--- src/hw/rtl/csv_field_tokenizer_assert.svh ---
// assertion macros shared by the tokenizer modules
`ifndef CSV_FIELD_TOKENIZER_ASSERT_SVH
`define CSV_FIELD_TOKENIZER_ASSERT_SVH

// check held outside reset
`define CSVFT_ASSERT(lbl, prop) \
  lbl: assert property (@(posedge clk) disable iff (rst) (prop)) \
    else $error("csv tokenizer check failed");

// check held at every edge, reset included
`define CSVFT_ASSERT_ALWAYS(lbl, prop) \
  lbl: assert property (@(posedge clk) (prop)) \
    else $error("csv tokenizer check failed");

`endif

--- src/hw/rtl/csvft_pkg.sv ---
// types, codes and character helpers for the csv field tokenizer
package csvft_pkg;

  localparam int CSVFT_QDEPTH = 4;

  // parser modes
  typedef enum logic [2:0] {
    M_REC    = 3'd0,
    M_FSTART = 3'd1,
    M_UNQ    = 3'd2,
    M_QUO    = 3'd3,
    M_QSEEN  = 3'd4,
    M_AFTERQ = 3'd5,
    M_DROP   = 3'd6
  } mode_t;

  // result event kinds
  typedef enum logic [1:0] {
    EV_BYTE = 2'd0,
    EV_FEND = 2'd1,
    EV_REND = 2'd2,
    EV_ERR  = 2'd3
  } ev_t;

  // error codes
  typedef enum logic [1:0] {
    ERR_SEP    = 2'd0,
    ERR_UNTERM = 2'd1,
    ERR_QUOTE  = 2'd2
  } err_t;

  // queued operations: one queue entry per input that gives results
  typedef enum logic [1:0] {
    OP_BYTE      = 2'd0,
    OP_FEND      = 2'd1,
    OP_FEND_REND = 2'd2,
    OP_ERR       = 2'd3
  } op_t;

  typedef struct packed {
    op_t        op;
    logic [7:0] data;
    err_t       code;
  } cmd_t;

  typedef struct packed {
    logic full;
    logic empty;
  } q_stat_t;

  localparam logic [7:0] CH_COMMA = 8'h2C;
  localparam logic [7:0] CH_SUB   = 8'h1A;
  localparam logic [7:0] CH_QUOTE = 8'h22;
  localparam logic [7:0] CH_TAB   = 8'h09;
  localparam logic [7:0] CH_CR    = 8'h0D;
  localparam logic [7:0] CH_LF    = 8'h0A;
  localparam logic [7:0] CH_SPACE = 8'h20;

  function automatic logic is_eol(input logic [7:0] c);
    return (c == CH_CR) || (c == CH_LF);
  endfunction

  function automatic logic is_break(input logic [7:0] c);
    return (c == CH_CR) || (c == CH_LF) || (c == CH_SUB);
  endfunction

  function automatic logic is_blank(input logic [7:0] c);
    return (c == CH_SPACE) || (c == CH_TAB);
  endfunction

endpackage

--- src/hw/rtl/csvft_front.sv ---
// front end: accepts bytes, tracks the parser mode and queues result operations
module csvft_front (
  input  logic              clk,
  input  logic              rst,
  input  logic              in_valid,
  output logic              in_ready,
  input  logic [7:0]        text_byte,
  input  logic              end_of_input,
  input  csvft_pkg::q_stat_t q_stat,
  output logic              push,
  output csvft_pkg::cmd_t   push_cmd
);
  import csvft_pkg::*;

  mode_t mode;
  mode_t mode_next;
  logic  accept;
  logic  has_cmd;
  logic  do_fstart;
  logic  do_afterq;

  assign in_ready = !q_stat.full;
  assign accept   = in_valid && in_ready;
  assign push     = accept && has_cmd;

  // mode register
  always_ff @(posedge clk) begin
    if (rst) begin
      mode <= M_REC;
    end else if (accept) begin
      mode <= mode_next;
    end
  end

  // classify the byte against the current mode
  always_comb begin
    mode_next     = mode;
    has_cmd       = 1'b0;
    push_cmd.op   = OP_BYTE;
    push_cmd.data = text_byte;
    push_cmd.code = ERR_SEP;
    do_fstart     = 1'b0;
    do_afterq     = 1'b0;
    if (end_of_input) begin
      mode_next = M_REC;
      case (mode)
        M_FSTART, M_UNQ, M_QSEEN, M_AFTERQ: begin
          has_cmd     = 1'b1;
          push_cmd.op = OP_FEND_REND;
        end
        M_QUO: begin
          has_cmd       = 1'b1;
          push_cmd.op   = OP_ERR;
          push_cmd.code = ERR_UNTERM;
        end
        default: ;
      endcase
    end else begin
      case (mode)
        M_FSTART: do_fstart = 1'b1;
        M_UNQ: begin
          if (text_byte == CH_COMMA) begin
            mode_next   = M_FSTART;
            has_cmd     = 1'b1;
            push_cmd.op = OP_FEND;
          end else if (is_break(text_byte)) begin
            mode_next   = (text_byte == CH_SUB) ? M_DROP : M_REC;
            has_cmd     = 1'b1;
            push_cmd.op = OP_FEND_REND;
          end else if (text_byte == CH_QUOTE) begin
            mode_next     = M_DROP;
            has_cmd       = 1'b1;
            push_cmd.op   = OP_ERR;
            push_cmd.code = ERR_QUOTE;
          end else begin
            has_cmd = 1'b1;
          end
        end
        M_QUO: begin
          if (is_break(text_byte)) begin
            mode_next     = is_eol(text_byte) ? M_REC : M_DROP;
            has_cmd       = 1'b1;
            push_cmd.op   = OP_ERR;
            push_cmd.code = ERR_UNTERM;
          end else if (text_byte == CH_QUOTE) begin
            mode_next = M_QSEEN;
          end else begin
            has_cmd = 1'b1;
          end
        end
        M_QSEEN: begin
          if (text_byte == CH_QUOTE) begin
            mode_next = M_QUO;
            has_cmd   = 1'b1;
          end else begin
            do_afterq = 1'b1;
          end
        end
        M_AFTERQ: do_afterq = 1'b1;
        M_DROP: begin
          if (is_eol(text_byte)) mode_next = M_REC;
        end
        default: begin
          if (is_eol(text_byte)) begin
            mode_next = M_REC;
          end else begin
            do_fstart = 1'b1;
          end
        end
      endcase

      // start of a field: blanks skipped, quote opens a quoted field
      if (do_fstart) begin
        if (is_blank(text_byte)) begin
          mode_next = M_FSTART;
        end else if (text_byte == CH_QUOTE) begin
          mode_next = M_QUO;
        end else if (text_byte == CH_COMMA) begin
          mode_next   = M_FSTART;
          has_cmd     = 1'b1;
          push_cmd.op = OP_FEND;
        end else if (is_break(text_byte)) begin
          mode_next   = (text_byte == CH_SUB) ? M_DROP : M_REC;
          has_cmd     = 1'b1;
          push_cmd.op = OP_FEND_REND;
        end else begin
          mode_next = M_UNQ;
          has_cmd   = 1'b1;
        end
      end

      // after a closing quote only blanks may come before the separator
      if (do_afterq) begin
        if (is_blank(text_byte)) begin
          mode_next = M_AFTERQ;
        end else if (text_byte == CH_COMMA) begin
          mode_next   = M_FSTART;
          has_cmd     = 1'b1;
          push_cmd.op = OP_FEND;
        end else if (is_break(text_byte)) begin
          mode_next   = (text_byte == CH_SUB) ? M_DROP : M_REC;
          has_cmd     = 1'b1;
          push_cmd.op = OP_FEND_REND;
        end else begin
          mode_next     = M_DROP;
          has_cmd       = 1'b1;
          push_cmd.op   = OP_ERR;
          push_cmd.code = ERR_SEP;
        end
      end
    end
  end

endmodule

--- src/hw/rtl/csvft_queue.sv ---
// short queue of result operations between front and back ends
module csvft_queue #(
  parameter int QDEPTH = csvft_pkg::CSVFT_QDEPTH
) (
  input  logic               clk,
  input  logic               rst,
  input  logic               push,
  input  csvft_pkg::cmd_t    push_cmd,
  input  logic               pop,
  output csvft_pkg::cmd_t    head,
  output csvft_pkg::q_stat_t q_stat
);
  import csvft_pkg::*;

  localparam int PW = (QDEPTH > 1) ? $clog2(QDEPTH) : 1;
  localparam int CW = $clog2(QDEPTH + 1);
  localparam logic [PW-1:0] LAST = PW'(QDEPTH - 1);
  localparam logic [CW-1:0] FULL = CW'(QDEPTH);

  cmd_t          mem [QDEPTH];
  logic [PW-1:0] wr_ptr;
  logic [PW-1:0] rd_ptr;
  logic [CW-1:0] count;

  assign q_stat.full  = (count == FULL);
  assign q_stat.empty = (count == '0);
  assign head         = mem[rd_ptr];

  // entry storage
  always_ff @(posedge clk) begin
    if (push) mem[wr_ptr] <= push_cmd;
  end

  // pointers and fill count
  always_ff @(posedge clk) begin
    if (rst) begin
      wr_ptr <= '0;
      rd_ptr <= '0;
      count  <= '0;
    end else begin
      if (push) wr_ptr <= (wr_ptr == LAST) ? '0 : wr_ptr + 1'b1;
      if (pop)  rd_ptr <= (rd_ptr == LAST) ? '0 : rd_ptr + 1'b1;
      if (push && !pop)      count <= count + 1'b1;
      else if (pop && !push) count <= count - 1'b1;
    end
  end

  `include "csv_field_tokenizer_assert.svh"

  `CSVFT_ASSERT(a_no_push_full, !(push && q_stat.full))
  `CSVFT_ASSERT(a_no_pop_empty, !(pop && q_stat.empty))
  `CSVFT_ASSERT_ALWAYS(a_count_bound, rst || (count <= FULL))

endmodule

--- src/hw/rtl/csvft_back.sv ---
// back end: expands queued operations into result transfers through an output register
module csvft_back (
  input  logic               clk,
  input  logic               rst,
  input  csvft_pkg::cmd_t    head,
  input  csvft_pkg::q_stat_t q_stat,
  output logic               pop,
  output logic               out_valid,
  input  logic               out_ready,
  output logic [1:0]         event_kind,
  output logic [7:0]         field_byte,
  output logic [1:0]         error_code,
  output logic               last_of_run
);
  import csvft_pkg::*;

  logic       phase;
  logic       load;
  ev_t        ev_next;
  logic [7:0] byte_next;
  err_t       code_next;
  logic       last_next;

  assign load = (!out_valid || out_ready) && !q_stat.empty;
  // a field-and-record end stays at the head for its second result
  assign pop  = load && ((head.op != OP_FEND_REND) || phase);

  // result for the head operation
  always_comb begin
    ev_next   = EV_FEND;
    byte_next = '0;
    code_next = ERR_SEP;
    last_next = 1'b1;
    case (head.op)
      OP_BYTE: begin
        ev_next   = EV_BYTE;
        byte_next = head.data;
      end
      OP_FEND: ev_next = EV_FEND;
      OP_FEND_REND: begin
        ev_next   = phase ? EV_REND : EV_FEND;
        last_next = phase;
      end
      OP_ERR: begin
        ev_next   = EV_ERR;
        code_next = head.code;
      end
      default: ;
    endcase
  end

  // control: output valid and expansion phase
  always_ff @(posedge clk) begin
    if (rst) begin
      out_valid <= 1'b0;
      phase     <= 1'b0;
    end else begin
      if (load) out_valid <= 1'b1;
      else if (out_ready) out_valid <= 1'b0;
      if (load && head.op == OP_FEND_REND) phase <= !phase;
    end
  end

  // output payload register
  always_ff @(posedge clk) begin
    if (load) begin
      event_kind  <= ev_next;
      field_byte  <= byte_next;
      error_code  <= code_next;
      last_of_run <= last_next;
    end
  end

  `include "csv_field_tokenizer_assert.svh"

  `CSVFT_ASSERT(a_phase_head, !phase || (!q_stat.empty && head.op == OP_FEND_REND))
  `CSVFT_ASSERT(a_hold_stalled, (out_valid && !out_ready) |=> (out_valid && $stable(event_kind)))
  `CSVFT_ASSERT(a_rend_follows, (load && phase) |-> (ev_next == EV_REND && last_next))

endmodule

--- src/hw/rtl/csv_field_tokenizer.sv ---
// csv field tokenizer: byte stream in, field bytes, field ends, record ends and errors out
//
// Input channel (in_valid/in_ready) takes one text_byte per transfer, or an end mark when
// end_of_input is high. Output channel (out_valid/out_ready) gives one result per transfer:
// event_kind, field_byte, error_code and last_of_run, which flags the final result of an input.
// Each input gives zero, one or two results. A byte taken is written into the result queue and
// then loaded into the output register before its first result transfer. One input is taken
// per cycle while the result queue has room; results leave at one per cycle while the receiver
// is ready, so a line break that closes a record (field end and record end) gives the back end
// two results. The front end keeps a three-bit parser mode.
// A queue of QDEPTH operations sits between the mode tracker and the output register, so a
// stalled receiver fills the queue before in_ready drops; bytes that give no result still
// need a free queue slot to be taken. Reset (synchronous, rst high) empties the queue,
// drops the output and returns the parser to record start with line breaks skipped.
module csv_field_tokenizer #(
  parameter int QDEPTH = csvft_pkg::CSVFT_QDEPTH
) (
  input  logic       clk,
  input  logic       rst,
  input  logic       in_valid,
  output logic       in_ready,
  input  logic [7:0] text_byte,
  input  logic       end_of_input,
  output logic       out_valid,
  input  logic       out_ready,
  output logic [1:0] event_kind,
  output logic [7:0] field_byte,
  output logic [1:0] error_code,
  output logic       last_of_run
);
  import csvft_pkg::*;

  q_stat_t q_stat;
  cmd_t    push_cmd;
  cmd_t    head;
  logic    push;
  logic    pop;

  // mode tracking and classification
  csvft_front u_front (
    .clk          (clk),
    .rst          (rst),
    .in_valid     (in_valid),
    .in_ready     (in_ready),
    .text_byte    (text_byte),
    .end_of_input (end_of_input),
    .q_stat       (q_stat),
    .push         (push),
    .push_cmd     (push_cmd)
  );

  // decoupling queue
  csvft_queue #(
    .QDEPTH (QDEPTH)
  ) u_queue (
    .clk      (clk),
    .rst      (rst),
    .push     (push),
    .push_cmd (push_cmd),
    .pop      (pop),
    .head     (head),
    .q_stat   (q_stat)
  );

  // result expansion and output register
  csvft_back u_back (
    .clk         (clk),
    .rst         (rst),
    .head        (head),
    .q_stat      (q_stat),
    .pop         (pop),
    .out_valid   (out_valid),
    .out_ready   (out_ready),
    .event_kind  (event_kind),
    .field_byte  (field_byte),
    .error_code  (error_code),
    .last_of_run (last_of_run)
  );

endmodule

--- config.mk ---
export PLATFORM = sky130hd
export DESIGN_NAME = csv_field_tokenizer
export DESIGN_NICKNAME = d
export VERILOG_FILES = /design/src/hw/rtl/csvft_pkg.sv /design/src/hw/rtl/csvft_front.sv /design/src/hw/rtl/csvft_queue.sv /design/src/hw/rtl/csvft_back.sv /design/src/hw/rtl/csv_field_tokenizer.sv
export VERILOG_INCLUDE_DIRS = /design/src /design/src/hw/rtl
export SDC_FILE = /design/constraint.sdc
export NUM_CORES = 1
export LEC_CHECK = 0
export BUFFER_PORTS_ARGS = -buffer_cell sky130_fd_sc_hd__buf_2
export CAP_MARGIN = 10
export CORE_ASPECT_RATIO = 1.4
export CORE_UTILIZATION = 24
export DETAILED_ROUTE_END_ITERATION = 10
export GPL_TIMING_DRIVEN = 0
export HOLD_SLACK_MARGIN = 0.06
export PLACE_DENSITY_LB_ADDON = 0.2
export RECOVER_POWER = 100
export REMOVE_ABC_BUFFERS = 1
export SLEW_MARGIN = 30
export SYNTH_ARGS = -nofsm -noshare
export SYNTH_HDL_FRONTEND = slang
export SYNTH_HIERARCHICAL = 1
export SYNTH_SLANG_ARGS = --single-unit
--- constraint.sdc ---
create_clock -name clk -period 7 [get_ports clk]
set_input_delay 1.05 -clock clk [delete_from_list [all_inputs] [get_ports clk]]
set_output_delay 1.05 -clock clk [all_outputs]
set_load 0.03 [all_outputs]
# After elaboration in Yosys (flattened, before gate mapping)

Memory sizes are Yosys's and may differ from the RTL's. A register that Yosys moved wholly into a read port is not among the register bits.
Cells that the tools add are included.

Bits in registers: 25
Memories kept: 1
Output and inout bits: 15
Input port bits: 13
RAM bits: 48

Memory list:

| name        | depth | width | rd ports | clocked after Yosys merged registers in | write ports | RTL line          | RTL |
|---|---|---|---|---|---|---|---|
| u_queue.mem | 4     | 12    | 1        | 1                                       | 1           | csvft_queue.sv:20 | `cmd_t mem [QDEPTH];` |

Add/subtract/negate cells: 4
Multiplexer cells: 75
Equality and inequality tests: 24
Reduce and logical (&&, ||, !) cells: 28

Operators by type and width:

| operator                                               | count |
|---|---|
| two-way mux 3 bit                                      | 21 |
| two-way mux 2 bit                                      | 26 |
| equality test 8 x 4 -> 1 bit (second input constant)   | 3 |
| equality test 8 x 6 -> 1 bit (second input constant)   | 3 |
| two-way mux 1 bit                                      | 20 |
| equality test 3 bit (second input constant)            | 4 |
| case mux 2 bit (2 select lines)                        | 3 |
| case mux 3 bit (4 select lines)                        | 1 |
| OR reduction 5 bit                                     | 2 |
| equality test 2 bit (second input constant)            | 4 |
| equality test 8 x 5 -> 1 bit (second input constant)   | 1 |
| case mux 2 bit (4 select lines)                        | 1 |
| logical AND 1 bit                                      | 7 |
| inequality test 7 x 2 -> 1 bit (second input constant) | 1 |
| nonzero test 7 bit                                     | 1 |
| equality test 3 x 2 -> 1 bit (second input constant)   | 2 |
| logical NOT 1 bit                                      | 6 |
| inequality test 6 x 2 -> 1 bit (second input constant) | 1 |
| AND reduction 6 bit                                    | 1 |
| logical OR 1 bit                                       | 5 |
| inequality test 5 x 2 -> 1 bit (second input constant) | 1 |
| adder 2 x 1 -> 2 bit (second input constant)           | 2 |
| inequality test 4 x 1 -> 1 bit (second input constant) | 1 |
| case mux 1 bit (2 select lines)                        | 2 |
| other kinds (11)                                       | 12 |

# Depth between registers and ports, before layout

Gate-level depths: netlist of run 1.

Depth after elaboration: 16
Depth in mapped cells: 13
Gate-level depth less buffers: 12

# Hierarchy

Netlist of run 1, hierarchy kept.

By module, submodules not included:

| module      | area an instance (sq um) | cells an instance | times used | seq. area each (sq um) |
|---|---|---|---|---|
| csvft_queue | 2175.8                   | 106               | 1          | 1621.6 |
| csvft_front | 905.9                    | 129               | 1          | 60.1 |
| csvft_back  | 574.3                    | 39                | 1          | 430.4 |

# Least setup slack after synthesis of run 1

No wires, ideal clock.

Path type: input port to flip-flop
From: in text_byte[3]
To: reg u_queue.count[2]
Arrival: 3.544 ns
Path slack: 3.386 ns
Cell stages on the path: 13
Path buffers: 1
Cells stage by stage: buf_2 > nor3b_1 > nand4b_1 > nor2_1 > nor2_1 > o2111ai_1 > and3_1 > ha_1 > inv_1 > fa_1 > xor2_1 > or3_1 > a21oi_1

Longest elaborated chain between the ends: 15
Elaborated cells between the ends (all ways): 30

RTL lines:

| item                                | RTL line                         | RTL |
|---|---|---|
| from (decl)                         | csv_field_tokenizer.sv:22        | `input logic [7:0] text_byte,` |
| equality test 8 x 4 -> 1 bit        | csvft_pkg.sv:60, csvft_pkg.sv:64 |  |
| logical OR 1 bit                    | csvft_pkg.sv:60, csvft_pkg.sv:64 |  |
| logical OR 1 bit                    | csvft_pkg.sv:64                  | `return (c == CH_CR) \|\| (c == CH_LF) \|\| (c == CH_SUB);` |
| two-way mux 1 bit                   | csvft_front.sv:80                | `if (is_break(text_byte)) begin` |
| case mux 1 bit (3 select lines)     | csvft_front.sv:59                | `case (mode)` |
| two-way mux 1 bit                   | csvft_front.sv:116               | `end else if (text_byte == CH_QUOTE) begin` |
| two-way mux 1 bit                   | csvft_front.sv:114               | `if (is_blank(text_byte)) begin` |
| two-way mux 1 bit                   | csvft_front.sv:113               | `if (do_fstart) begin` |
| two-way mux 1 bit                   | csvft_front.sv:134               | `if (is_blank(text_byte)) begin` |
| two-way mux 1 bit (*)               | csvft_front.sv:133               | `if (do_afterq) begin` |
| two-way mux 1 bit (*)               | csvft_front.sv:44                | `if (end_of_input) begin` |
| logical AND 1 bit (*)               | csvft_front.sv:24                | `assign push = accept && has_cmd;` |
| named net push                      | csv_field_tokenizer.sv:36        | `logic push;` |
| logical NOT 1 bit                   | csvft_queue.sv:44                | `else if (pop && !push) count <= count - 1'b1;` |
| logical AND 1 bit                   | csvft_queue.sv:44                |  |
| nonzero test 2 bit (no source line) | -                                |  |
| to (signal assigned)                | csvft_queue.sv:43                | `if (push && !pop) count <= count + 1'b1;` |
| to (signal assigned)                | csvft_queue.sv:44                |  |
| to (decl)                           | csvft_queue.sv:23                | `logic [CW-1:0] count;` |

Mark *: on every way through the listed nets, which the timed path passes. The rest lies on a longest branch. The select of a mux whose other input is x is not followed.
A chain may end at the register's enable or synchronous reset.

# Worst setup path after layout of run 1

From: in text_byte[5]
To: reg u_queue.count[2]

The elaborated chain is that of the path after synthesis.

==> flow_metrics.env, run 1 <==
export IMPL_startpoint="text_byte[5]"
export IMPL_critPathMostFrequentCell="nor2_1"
export IMPL_ys_seq_area_frac=0.578
export IMPL_grt_pass1_vias=2265
export IMPL_syn_area_per_cell_um2=13.3
export IMPL_diodes=0
export IMPL_synth_edf_count=61
export IMPL_worstPathCellList="clkbuf_1 -> nor3b_1 -> nand4b_1 -> nor2_1 -> nor2_1 -> o2111ai_1 -> and3_1 -> ha_1 -> inv_1 -> fa_1 -> xor2_1 -> or3_1 -> a21oi_1"
export IMPL_fin_hold_ws_ns=0.486
export IMPL_synth_top_cell_area_share=0.501
export IMPL_die_w_um=106
export IMPL_grt_max_degree=23
export IMPL_stdcell_count=489
export IMPL_cts_sinks=75
export IMPL_fill_cells=1518
export IMPL_max_clock_freq_mhz=245
export IMPL_hold_depth=2
export IMPL_cts_tree="done"
export IMPL_power_switching_share=0.304
export IMPL_clock_path_buffers=2
export IMPL_vdd_ir_drop_max_uv=108
export IMPL_synth_async_reset_ratio=0
export IMPL_die_area_um2=15700
export IMPL_dr_pass1_iters=4
export IMPL_clkPwrFrac=0.324
export IMPL_yosys_warnings=6
export IMPL_max_cap_violations=0
export IMPL_die_h_um=148
export IMPL_ys_flop_type="edfxtp_1"
export IMPL_combPwrFrac=0.247
export IMPL_drt_iter0_drc=117
export IMPL_finalHoldViolCount=0
export IMPL_max_stage_delay_ns=0.46
export IMPL_area_growth_pct=14.1
export IMPL_ctsHoldBuffers=0
export IMPL_tightest_slew_ns=1.14
export IMPL_finalClockSkew_ns=0.00691
export IMPL_total_power_w=0.00146
export IMPL_drv_slew=0
export IMPL_setup_viol=0
export IMPL_core_region_area_um2=14900
export IMPL_clkLatencyLatePin_ns=0.32
export IMPL_min_path_type="reg2reg"
export IMPL_final_period_utilization=0.583
export IMPL_status="completed"
export IMPL_setup_tns_ns=0
export IMPL_synth_compound_area_frac=0.101
export IMPL_seqPwrFrac=0.429
export IMPL_pwr_density_cell_nw_per_um2=350
export IMPL_synthXorXnorAreaFrac=0.00719
export IMPL_p_leak_nw=1.41
export IMPL_internal_power_w=0.00102
export IMPL_gp_congestion=0.795
export IMPL_vias_per_cell=4.58
export IMPL_yosys_area_share_simple=0.152
export IMPL_ant_nets=0
export IMPL_post_place_cells=473
export IMPL_synth_area_top_cells="edfxtp_1 50%, dfxtp_1 7.7%, mux4_2 6.2%"
export IMPL_synth_top_family_by_area="simple AND/OR/NAND/NOR gates"
export IMPL_crit_path_end_kind="flip-flop"
export IMPL_worstSetupStartpointType="input port"
export IMPL_numCtsBuffers=9
export IMPL_cp_arrival_ns=4.34
export IMPL_synth_cells=274
export IMPL_yosys_area_top_type="edfxtp_1"
export IMPL_worstPathRequired_ns=7.26
export IMPL_rr_worst_depth=10
export IMPL_num_rows=53
export IMPL_hpwl_mm=5.13
export IMPL_dr_total_vias=2242
export IMPL_synthMuxAreaShare=0.0897
export IMPL_synth_adder_area_share=0.0260
export IMPL_totalWireLength_mm=7.33
export IMPL_drive_gt1_frac=0.118
export IMPL_clk_pin_slew_worst_paths_ns=0.06
export IMPL_synth_cell_types=63
export IMPL_grt_overflow=0
export IMPL_track_usage=0.0995
export IMPL_fin_util=0.280
export IMPL_syn_area_um2=3660
export IMPL_cts_root_buf="clkbuf_16"
export IMPL_final_nets=312
export IMPL_routedWlPerCell_um=15.0
export IMPL_worstPathMaxFanout=16
export IMPL_cp_slowest_cell="clkbuf_1"
export IMPL_drcViolationCount=0
export IMPL_antenna_found_initial=0
export IMPL_io_buffers=27
export IMPL_ioPinCount=28
export IMPL_grt_pass1_wl_mm=11.7
export IMPL_htreeDepth=3
export IMPL_ys_seq_elements=75
export IMPL_maxSlewHeadroom=0.240
export IMPL_critPathKind="in2reg"
export IMPL_post_cts_buffers=0
export IMPL_rsz0062_at_grt="no"
export IMPL_switchingPower_w=0.000444
export IMPL_start_util=0.245
export IMPL_min_period_ns=4.08
export IMPL_cts_resized_gates=0
export IMPL_hp_start="u_back/phase"
cell usage after synthesis, drive strengths merged (5+ instances only):
| cell type | instances |
|---|---|
| edfxtp | 61 |
| nor2 | 21 |
| buf | 16 |
| and2 | 14 |
| dfxtp | 14 |
| a21oi | 12 |
| mux4 | 12 |
| inv | 11 |
| o21ai | 10 |
| nand2 | 9 |
| ha | 6 |
| nor2b | 6 |
| nor3b | 6 |
| mux2i | 5 |
| nand3 | 5 |
critical path: cells and delay by family:
family                   cells  cell delay [ns]
XOR/XNOR                     1             0.16
AO/OA/AOI/OAI                2             0.32
AND/OR/NAND/NOR              6             1.61
buffers and inverters        2             0.53
adder cells (fa/ha/maj)      2             0.67
layout make-up:
| cell class | count | area, um^2 | share of cell area |
|---|---|---|---|
| Clock buffer | 10 | 229 | 0.0549 |
| Clock inverter | 6 | 80.1 | 0.0192 |
| Inverter | 11 | 41.3 | 0.00990 |
| Multi-Input combinational cell | 168 | 1360 | 0.327 |
| Sequential cell | 75 | 2110 | 0.506 |
| Tap cell | 192 | 240 | 0.0576 |
| Timing Repair Buffer | 27 | 106 | 0.0255 |
sequential cells by signal, indices dropped and copies added (netlist names), named ones only:
register and count:
u_back/error_code 2, u_back/event_kind 2, u_back/field_byte 8, u_back/last_of_run 1
u_back/out_valid 1, u_back/phase 1, u_front/mode 3, u_queue/count 3
u_queue/mem 48, u_queue/rd_ptr 2, u_queue/wr_ptr 2
cells by family after synthesis:
group,Yosys count
muxes,17
and+or+nand+nor,90
AOI/OAI and AO/OA,51
buffers and inverters,31
DFF,75
adders and majority gates,7
xor gates and xnor gates,3
cell usage in the layout (no fill, tap or decap), types with 4 or more instances in the layout:
cell and instances:
a21oi_1 12, and2_0 11, and3_1 4, buf_2 4
clkbuf_1 24, clkbuf_16 9, dfxtp_1 14, edfxtp_1 61
ha_1 6, inv_1 11, mux2i_1 5, mux4_2 10
nand2_1 9, nand2b_1 4, nand3_1 5, nor2_1 21
nor2b_1 6, nor3b_1 6, o21ai_0 9, o22ai_1 4
per-layer routing:
| metal | vias up | wire, um | global-route usage |
|---|---|---|---|
| li1 | 1074 | - | - |
| met1 | 1104 | 2990 | 0.108 |
| met2 | 55 | 3940 | 0.181 |
| met3 | 9 | 260 | 0.0234 |
| met4 | 0 | 130 | 0.0458 |
| met5 | - | 0 | 0 |
power by group through the flow:
stage	registers, W	logic, W	clock network [W]
finish	0.000627	0.000361	0.000474
global route	0.000639	0.000399	0.000507
CTS	0.000628	0.000387	0.000492
detailed placement	0.000637	0.000386	0
global placement	0.000636	0.000380	0
floorplan	0.000711	0.000197	0
worst paths after layout:
kind	to	slack, ns
hold / removal	u_back/phase	0.49
setup / recovery	u_queue/count[2]	2.92
hold reg to reg	u_back/phase	0.49
setup reg to reg	u_queue/count[2]	3.53
metrics by stage:
stage | instance area, um^2 | setup WS [ns]
after floorplan | 3530 | 3.46
after global placement | 3900 | 2.81
after detailed placement | 3900 | 2.82
after CTS | 4210 | 3.15
after global routing | 4170 | 2.61
final | 4170 | 2.92
Power figures use the tool's default switching activity.
==> run 2, diff against run 1 <==
--- a/config.mk
+++ b/config.mk
@@ -6,6 +6,7 @@
 export SDC_FILE = /design/constraint.sdc
 export NUM_CORES = 1
 export LEC_CHECK = 0
+export ABC_AREA = 1
 export BUFFER_PORTS_ARGS = -buffer_cell sky130_fd_sc_hd__buf_2
 export CAP_MARGIN = 10
 export CORE_ASPECT_RATIO = 1.4
==> constraint.sdc (replaced) <==
create_clock -name clk -period 3.4 [get_ports clk]
set_input_delay 0.51 -clock clk [delete_from_list [all_inputs] [get_ports clk]]
set_output_delay 0.51 -clock clk [all_outputs]
set_load 0.03 [all_outputs]
==> run 2 against run 1 <==
  * Die area rose by 0.37%
  * Critical path depth is 5 higher
  * Wire length is 3.6% higher
  * Highest routed layer unchanged
  * Cell area rose by 0.45%
  * Largest cell class unchanged
  * Worst hold slack got worse by 0.018 ns
  * Via count is 14% higher
  * Sequential cell count unchanged
==> flow_metrics.env, run 2 <==
export IMPL_finalHoldViolCount=0
export IMPL_cts_tree="done"
export IMPL_final_cell_mix="71 x nor2_1, 66 x nand2_1, 61 x edfxtp_1"
export IMPL_die_w_um=107
export IMPL_clk_pin_slew_worst_paths_ns=0.06
export IMPL_yosys_area_share_simple=0.201
export IMPL_syn_area_um2=3670
export IMPL_grt_pass1_wl_mm=12.7
export IMPL_synth_top_family_by_area="simple AND/OR/NAND/NOR gates"
export IMPL_critPathKind="in2reg"
export IMPL_ant_nets=0
export IMPL_synth_edf_count=61
export IMPL_yosys_area_top_type="edfxtp_1"
export IMPL_area_growth_pct=14.2
export IMPL_synth_async_reset_ratio=0
export IMPL_max_cap_violations=0
export IMPL_min_period_ns=3.00
export IMPL_grt_max_degree=26
export IMPL_worstSetupStartpointType="input port"
export IMPL_start_util=0.245
export IMPL_ioPinCount=28
export IMPL_num_rows=53
export IMPL_max_stage_delay_ns=0.45
export IMPL_design_area_um2=4190
export IMPL_yosys_warnings=6
export IMPL_finalClockSkew_ns=0.00764
export IMPL_ctsHoldBuffers=0
export IMPL_cts_root_buf="clkbuf_16"
export IMPL_final_common_cell="nor2_1"
export IMPL_numCtsBuffers=9
export IMPL_synth_cells=392
export IMPL_vdd_ir_drop_max_uv=406
export IMPL_largest_reg_flops=48
export IMPL_worstPathMaxFanout=8
export IMPL_htreeDepth=3
export IMPL_cp_slowest_cell="a21oi_1"
export IMPL_ys_seq_area_frac=0.576
export IMPL_post_synth_top_count_cell="nor2_1"
export IMPL_maxSlewHeadroom=0.589
export IMPL_worst_path_buf_inv=5
export IMPL_total_power_w=0.00341
export IMPL_crit_path_end_kind="flip-flop"
export IMPL_regArea_um2=2110
export IMPL_routedWlPerCell_um=12.4
export IMPL_setup_tns_ns=0
export IMPL_synth_compound_area_frac=0.103
export IMPL_setup_viol=0
export IMPL_io_buffers=27
export IMPL_max_clock_freq_mhz=334
export IMPL_diodes=0
export IMPL_min_path_type="in2reg"
export IMPL_drive_gt1_frac=0.110
export IMPL_dr_total_vias=2552
export IMPL_core_region_area_um2=15000
export IMPL_clkLatencyLatePin_ns=0.32
export IMPL_multi_input_area_um2=1200
export IMPL_reg_top3="u_queue/mem: 48 flops, u_back/field_byte: 8 flops"
export IMPL_track_usage=0.105
export IMPL_drv_slew=0
export IMPL_status="completed"
export IMPL_synth_common_cells="69 x nor2_1, 63 x nand2_1, 61 x edfxtp_1, 51 x inv_1, 16 x o21ai_1"
export IMPL_rsz0062_at_grt="no"
export IMPL_worstPathCellList="clkbuf_1 -> inv_1 -> nand2_1 -> nor2_1 -> nand2_1 -> nand2_1 -> a21oi_4 -> nand3_1 -> a21oi_1 -> ha_1 -> inv_1 -> fa_1 -> inv_1 -> nand2_1 -> nand3_1 -> nand2_1 -> inv_1 -> nor2_1"
export IMPL_tightest_slew_ns=0.616
export IMPL_dr_pass1_iters=4
export IMPL_clock_path_buffers=2
export IMPL_synthXorXnorAreaFrac=0.00239
export IMPL_pwr_density_cell_nw_per_um2=813
export IMPL_fill_cells=1635
export IMPL_synth_adder_area_share=0.0259
export IMPL_worstPathRequired_ns=3.63
export IMPL_synth_top_cell_area_share=0.499
export IMPL_p_leak_nw=1.70
export IMPL_antenna_found_initial=0
export IMPL_synth_cell_types=33
export IMPL_die_h_um=148
export IMPL_synthMuxAreaShare=0
export IMPL_drcViolationCount=0
export IMPL_postLayoutSetupSlackWorst_ns=0.402
export IMPL_cp_arrival_ns=3.22
export IMPL_drt_iter0_drc=127
export IMPL_final_nets=435
export IMPL_ys_seq_elements=75
export IMPL_syn_area_per_cell_um2=9.36
export IMPL_top_register="u_queue/mem"
export IMPL_hpwl_mm=5.40
export IMPL_vias_per_cell=4.17
export IMPL_totalWireLength_mm=7.59
export IMPL_cts_sinks=75
export IMPL_grt_pass1_vias=2566
export IMPL_critPathMostFrequentCell="nand2_1"
export IMPL_grt_overflow=0
export IMPL_place_area_um2=3930
export IMPL_die_area_um2=15800
export IMPL_cp_top_family="compound AO/OA/AOI/OAI gates"
export IMPL_fin_util=0.280
export IMPL_final_period_utilization=0.882
export IMPL_gp_congestion=0.782
export IMPL_synth_area_top_cells="edfxtp_1 50%, dfxtp_1 7.6%, nor2_1 7.1%"
export IMPL_place_ws_ns=-0.0269
export IMPL_ys_flop_type="edfxtp_1"
## run 2: changes by cell type after synthesis, sizes merged, moves of 5 or more
cell,previous run,this run
and2,14,0
inv,11,60
mux2i,5,0
mux4,12,0
nand2,9,71
nand3,5,10
nor2,21,79
nor2b,6,1
nor3b,6,0
o21ai,10,31
o22ai,4,13
## run 2: final timing paths
check	slack [ns]	to	from	depth (start not counted)
min	0.47	u_front/mode[2]	rst	2
max	0.40	u_queue/count[2]	text_byte[1]	18
min reg2reg	0.53	u_back/out_valid	u_back/out_valid	2
max reg2reg	0.43	u_queue/count[2]	flip-flop	18
## run 2: final cells by class
class	count	share of cell area
clock buffers	14	0.0707
multi-input cells	242	0.285
inverters	60	0.0537
clock inverters	2	0.00328
well taps	192	0.0573
flip-flops and latches	75	0.504
repair buffers	27	0.0254
## run 2: what timing repair did
action	CTS	global route
setup endpoints to repair	1	0
gates resized for setup	1	0
buffers inserted	0	0
endpoints found under the hold margin	0	0
## run 2: per-layer routing
layer | global-route usage | part of all wire | up-vias
li1 | - | - | 1330
met1 | 0.110 | 0.42 | 1178
met2 | 0.198 | 0.54 | 36
met3 | 0.0232 | 0.025 | 8
met4 | 0.0500 | 0.016 | 0
met5 | 0 | 0 | -
## run 2: kinds of logic after synthesis
logic type | count (synthesis)
flip-flops | 75
adder cells (fa/ha/maj) | 7
XOR/XNOR | 1
AO/OA/AOI/OAI | 64
buffers and inverters | 75
AND/OR/NAND/NOR | 170
## run 2: power breakdown
part	switching, W	internal (W)	leakage, nW
Combinational	0.000781	0.000310	0.863
Sequential	0.000136	0.00124	0.687
Clock	0.000342	0.000603	0.153
## run 2: metrics by stage
stage | cells | hold slack (ns)
floorplan | 377 | 0.490
global placement | 596 | 0.513
detailed placement | 596 | 0.530
CTS | 612 | 0.439
global route | 612 | 0.466
finish | 612 | 0.468
==> run 3, diff against run 2 <==
--- a/config.mk
+++ b/config.mk
@@ -17,6 +17,7 @@
 export PLACE_DENSITY_LB_ADDON = 0.2
 export RECOVER_POWER = 100
 export REMOVE_ABC_BUFFERS = 1
+export SKIP_CTS_REPAIR_TIMING = 1
 export SLEW_MARGIN = 30
 export SYNTH_ARGS = -nofsm -noshare
 export SYNTH_HDL_FRONTEND = slang
==> constraint.sdc (replaced) <==
create_clock -name clk -period 3.15 [get_ports clk]
set_input_delay 0.4725 -clock clk [delete_from_list [all_inputs] [get_ports clk]]
set_output_delay 0.4725 -clock clk [all_outputs]
set_load 0.03 [all_outputs]
==> run 3 against run 2 <==
  * Worst hold slack got worse by 0.038 ns
  * Cell area rose by 0.60%
  * Worst setup slack got worse by 0.058 ns
  * Via count rose by 0.67%
  * Sequential share of layout area fell by 0.21 points
  * Die area did not move
  * Largest power group unchanged
==> flow_metrics.env, run 3 (synthesis gave the netlist of run 2 again) <==
export IMPL_cts_tree="done"
export IMPL_worstPathMaxFanout=6
export IMPL_ioPinCount=28
export IMPL_finalHoldViolCount=0
export IMPL_whs_endpoint="u_front/mode[2]"
export IMPL_max_stage_delay_ns=0.44
export IMPL_cts_root_buf="clkbuf_16"
export IMPL_dr_total_vias=2569
export IMPL_grt_pass1_wl_mm=12.7
export IMPL_gp_congestion=0.782
export IMPL_numCtsBuffers=9
export IMPL_cp_top_family="simple AND/OR/NAND/NOR gates"
export IMPL_r2r_start="u_front/mode[0]"
export IMPL_hpwl_mm=5.40
export IMPL_final_period_utilization=0.891
export IMPL_grt_pass1_vias=2566
export IMPL_worstPathCellList="inv_2 -> nor2_2 -> inv_2 -> nor2_2 -> inv_2 -> a21oi_4 -> nand3_1 -> a21oi_2 -> ha_1 -> inv_1 -> fa_1 -> inv_1 -> nand2_1 -> nand3_1 -> nand2_1 -> inv_1 -> nor2_1"
export IMPL_io_buffers=27
export IMPL_place_area_um2=3930
export IMPL_timing_reg2reg_setup_slack_ns=0.34
export IMPL_finalClockSkew_ns=0.00738
export IMPL_ant_nets=0
export IMPL_track_usage=0.105
export IMPL_final_common_cell="nor2_1"
export IMPL_pwr_density_cell_nw_per_um2=881
export IMPL_maxSlewHeadroom=0.592
export IMPL_drive_gt1_frac=0.123
export IMPL_largest_reg_flops=48
export IMPL_drcViolationCount=0
export IMPL_rr_worst_depth=17
export IMPL_min_path_type="in2reg"
export IMPL_dr_pass1_iters=4
export IMPL_reg_top3="u_queue/mem: 48 flops, u_back/field_byte: 8 flops"
export IMPL_die_h_um=148
export IMPL_top_register="u_queue/mem"
export IMPL_grt_max_degree=26
export IMPL_fin_hold_ws_ns=0.430
export IMPL_num_rows=53
export IMPL_critPathKind="reg2reg"
export IMPL_max_clock_freq_mhz=356
export IMPL_core_region_area_um2=15000
export IMPL_cp_arrival_ns=3.03
export IMPL_totalWireLength_mm=7.64
export IMPL_place_ws_ns=-0.277
export IMPL_clk_pin_slew_worst_paths_ns=0.06
export IMPL_crit_path_end_kind="flip-flop"
export IMPL_p_leak_nw=1.71
export IMPL_postLayoutSetupSlackWorst_ns=0.344
export IMPL_antenna_found_initial=0
export IMPL_worst_path_buf_inv=6
export IMPL_vias_per_cell=4.18
export IMPL_drt_iter0_drc=121
export IMPL_status="completed"
export IMPL_clock_path_buffers=2
export IMPL_vdd_ir_drop_max_uv=433
export IMPL_htreeDepth=3
export IMPL_cts_sinks=75
export IMPL_final_cell_mix="71 x nor2_1, 66 x nand2_1, 61 x edfxtp_1"
export IMPL_die_area_um2=15800
export IMPL_grt_overflow=0
export IMPL_diodes=0
export IMPL_cp_slowest_cell="fa_1"
export IMPL_setup_tns_ns=0
export IMPL_rsz0062_at_grt="no"
export IMPL_start_util=0.245
export IMPL_worstSetupStartpointType="flip-flop"
export IMPL_routedWlPerCell_um=12.4
export IMPL_worstPathRequired_ns=3.38
export IMPL_max_cap_violations=0
export IMPL_final_nets=437
export IMPL_hold_depth=2
export IMPL_area_growth_pct=14.9
export IMPL_clkLatencyLatePin_ns=0.32
export IMPL_tightest_slew_ns=0.611
export IMPL_min_period_ns=2.81
export IMPL_cp_depth=17
export IMPL_reg2reg_to="u_queue/count[2]"
export IMPL_drv_slew=0
export IMPL_design_area_um2=4220
export IMPL_total_power_w=0.00371
export IMPL_die_w_um=107
export IMPL_hp_start="rst"
export IMPL_setup_viol=0
## run 3: changes by cell type in the layout (fill, tap and decap cells not counted), sizes merged
cell	previous run	this run
inv	60	59
clkbuf	37	36
buf	4	7
clkinvlp	0	1
## run 3: layout make-up
class                      instances  area (um^2)
fill                            1635        10800
sequential                        75         2120
multi-input combinational        242         1190
clock buffer                      14          297
tap                              192          240
inverter                          60          231
timing repair buffer              29          123
clock inverter                     2         13.8
## run 3: how the worst max path moves through the flow
stage	start	to	slack, ns
floorplan	flip-flop	u_queue/count[2]	0.48
global placement	flip-flop	u_queue/count[2]	-0.25
detailed placement	flip-flop	u_queue/count[2]	-0.28
CTS	flip-flop	u_queue/count[2]	-0.31
global route	u_front/mode[2]	u_queue/count[2]	0.05
finish	u_front/mode[0]	u_queue/count[2]	0.34
## run 3: layer usage
| layer | global-route usage | wire length, um | share of wire |
|---|---|---|---|
| met3 | 0.0232 | 163 | 0.021 |
| met4 | 0.0500 | 131 | 0.017 |
| met5 | 0 | 0 | 0 |
| met2 | 0.198 | 4170 | 0.55 |
| met1 | 0.110 | 3170 | 0.42 |
## run 3: report_power, final
group          internal (W)  switching, W
clock              0.000651      0.000371
sequential          0.00134      0.000153
combinational      0.000353      0.000848
## run 3: stage by stage
step            util  instances
3_5_place_dp   0.262        596
5_1_grt        0.281        614
2_1_floorplan      -        377
4_1_cts        0.283        612
3_3_place_gp   0.262        596
6_report       0.281        614
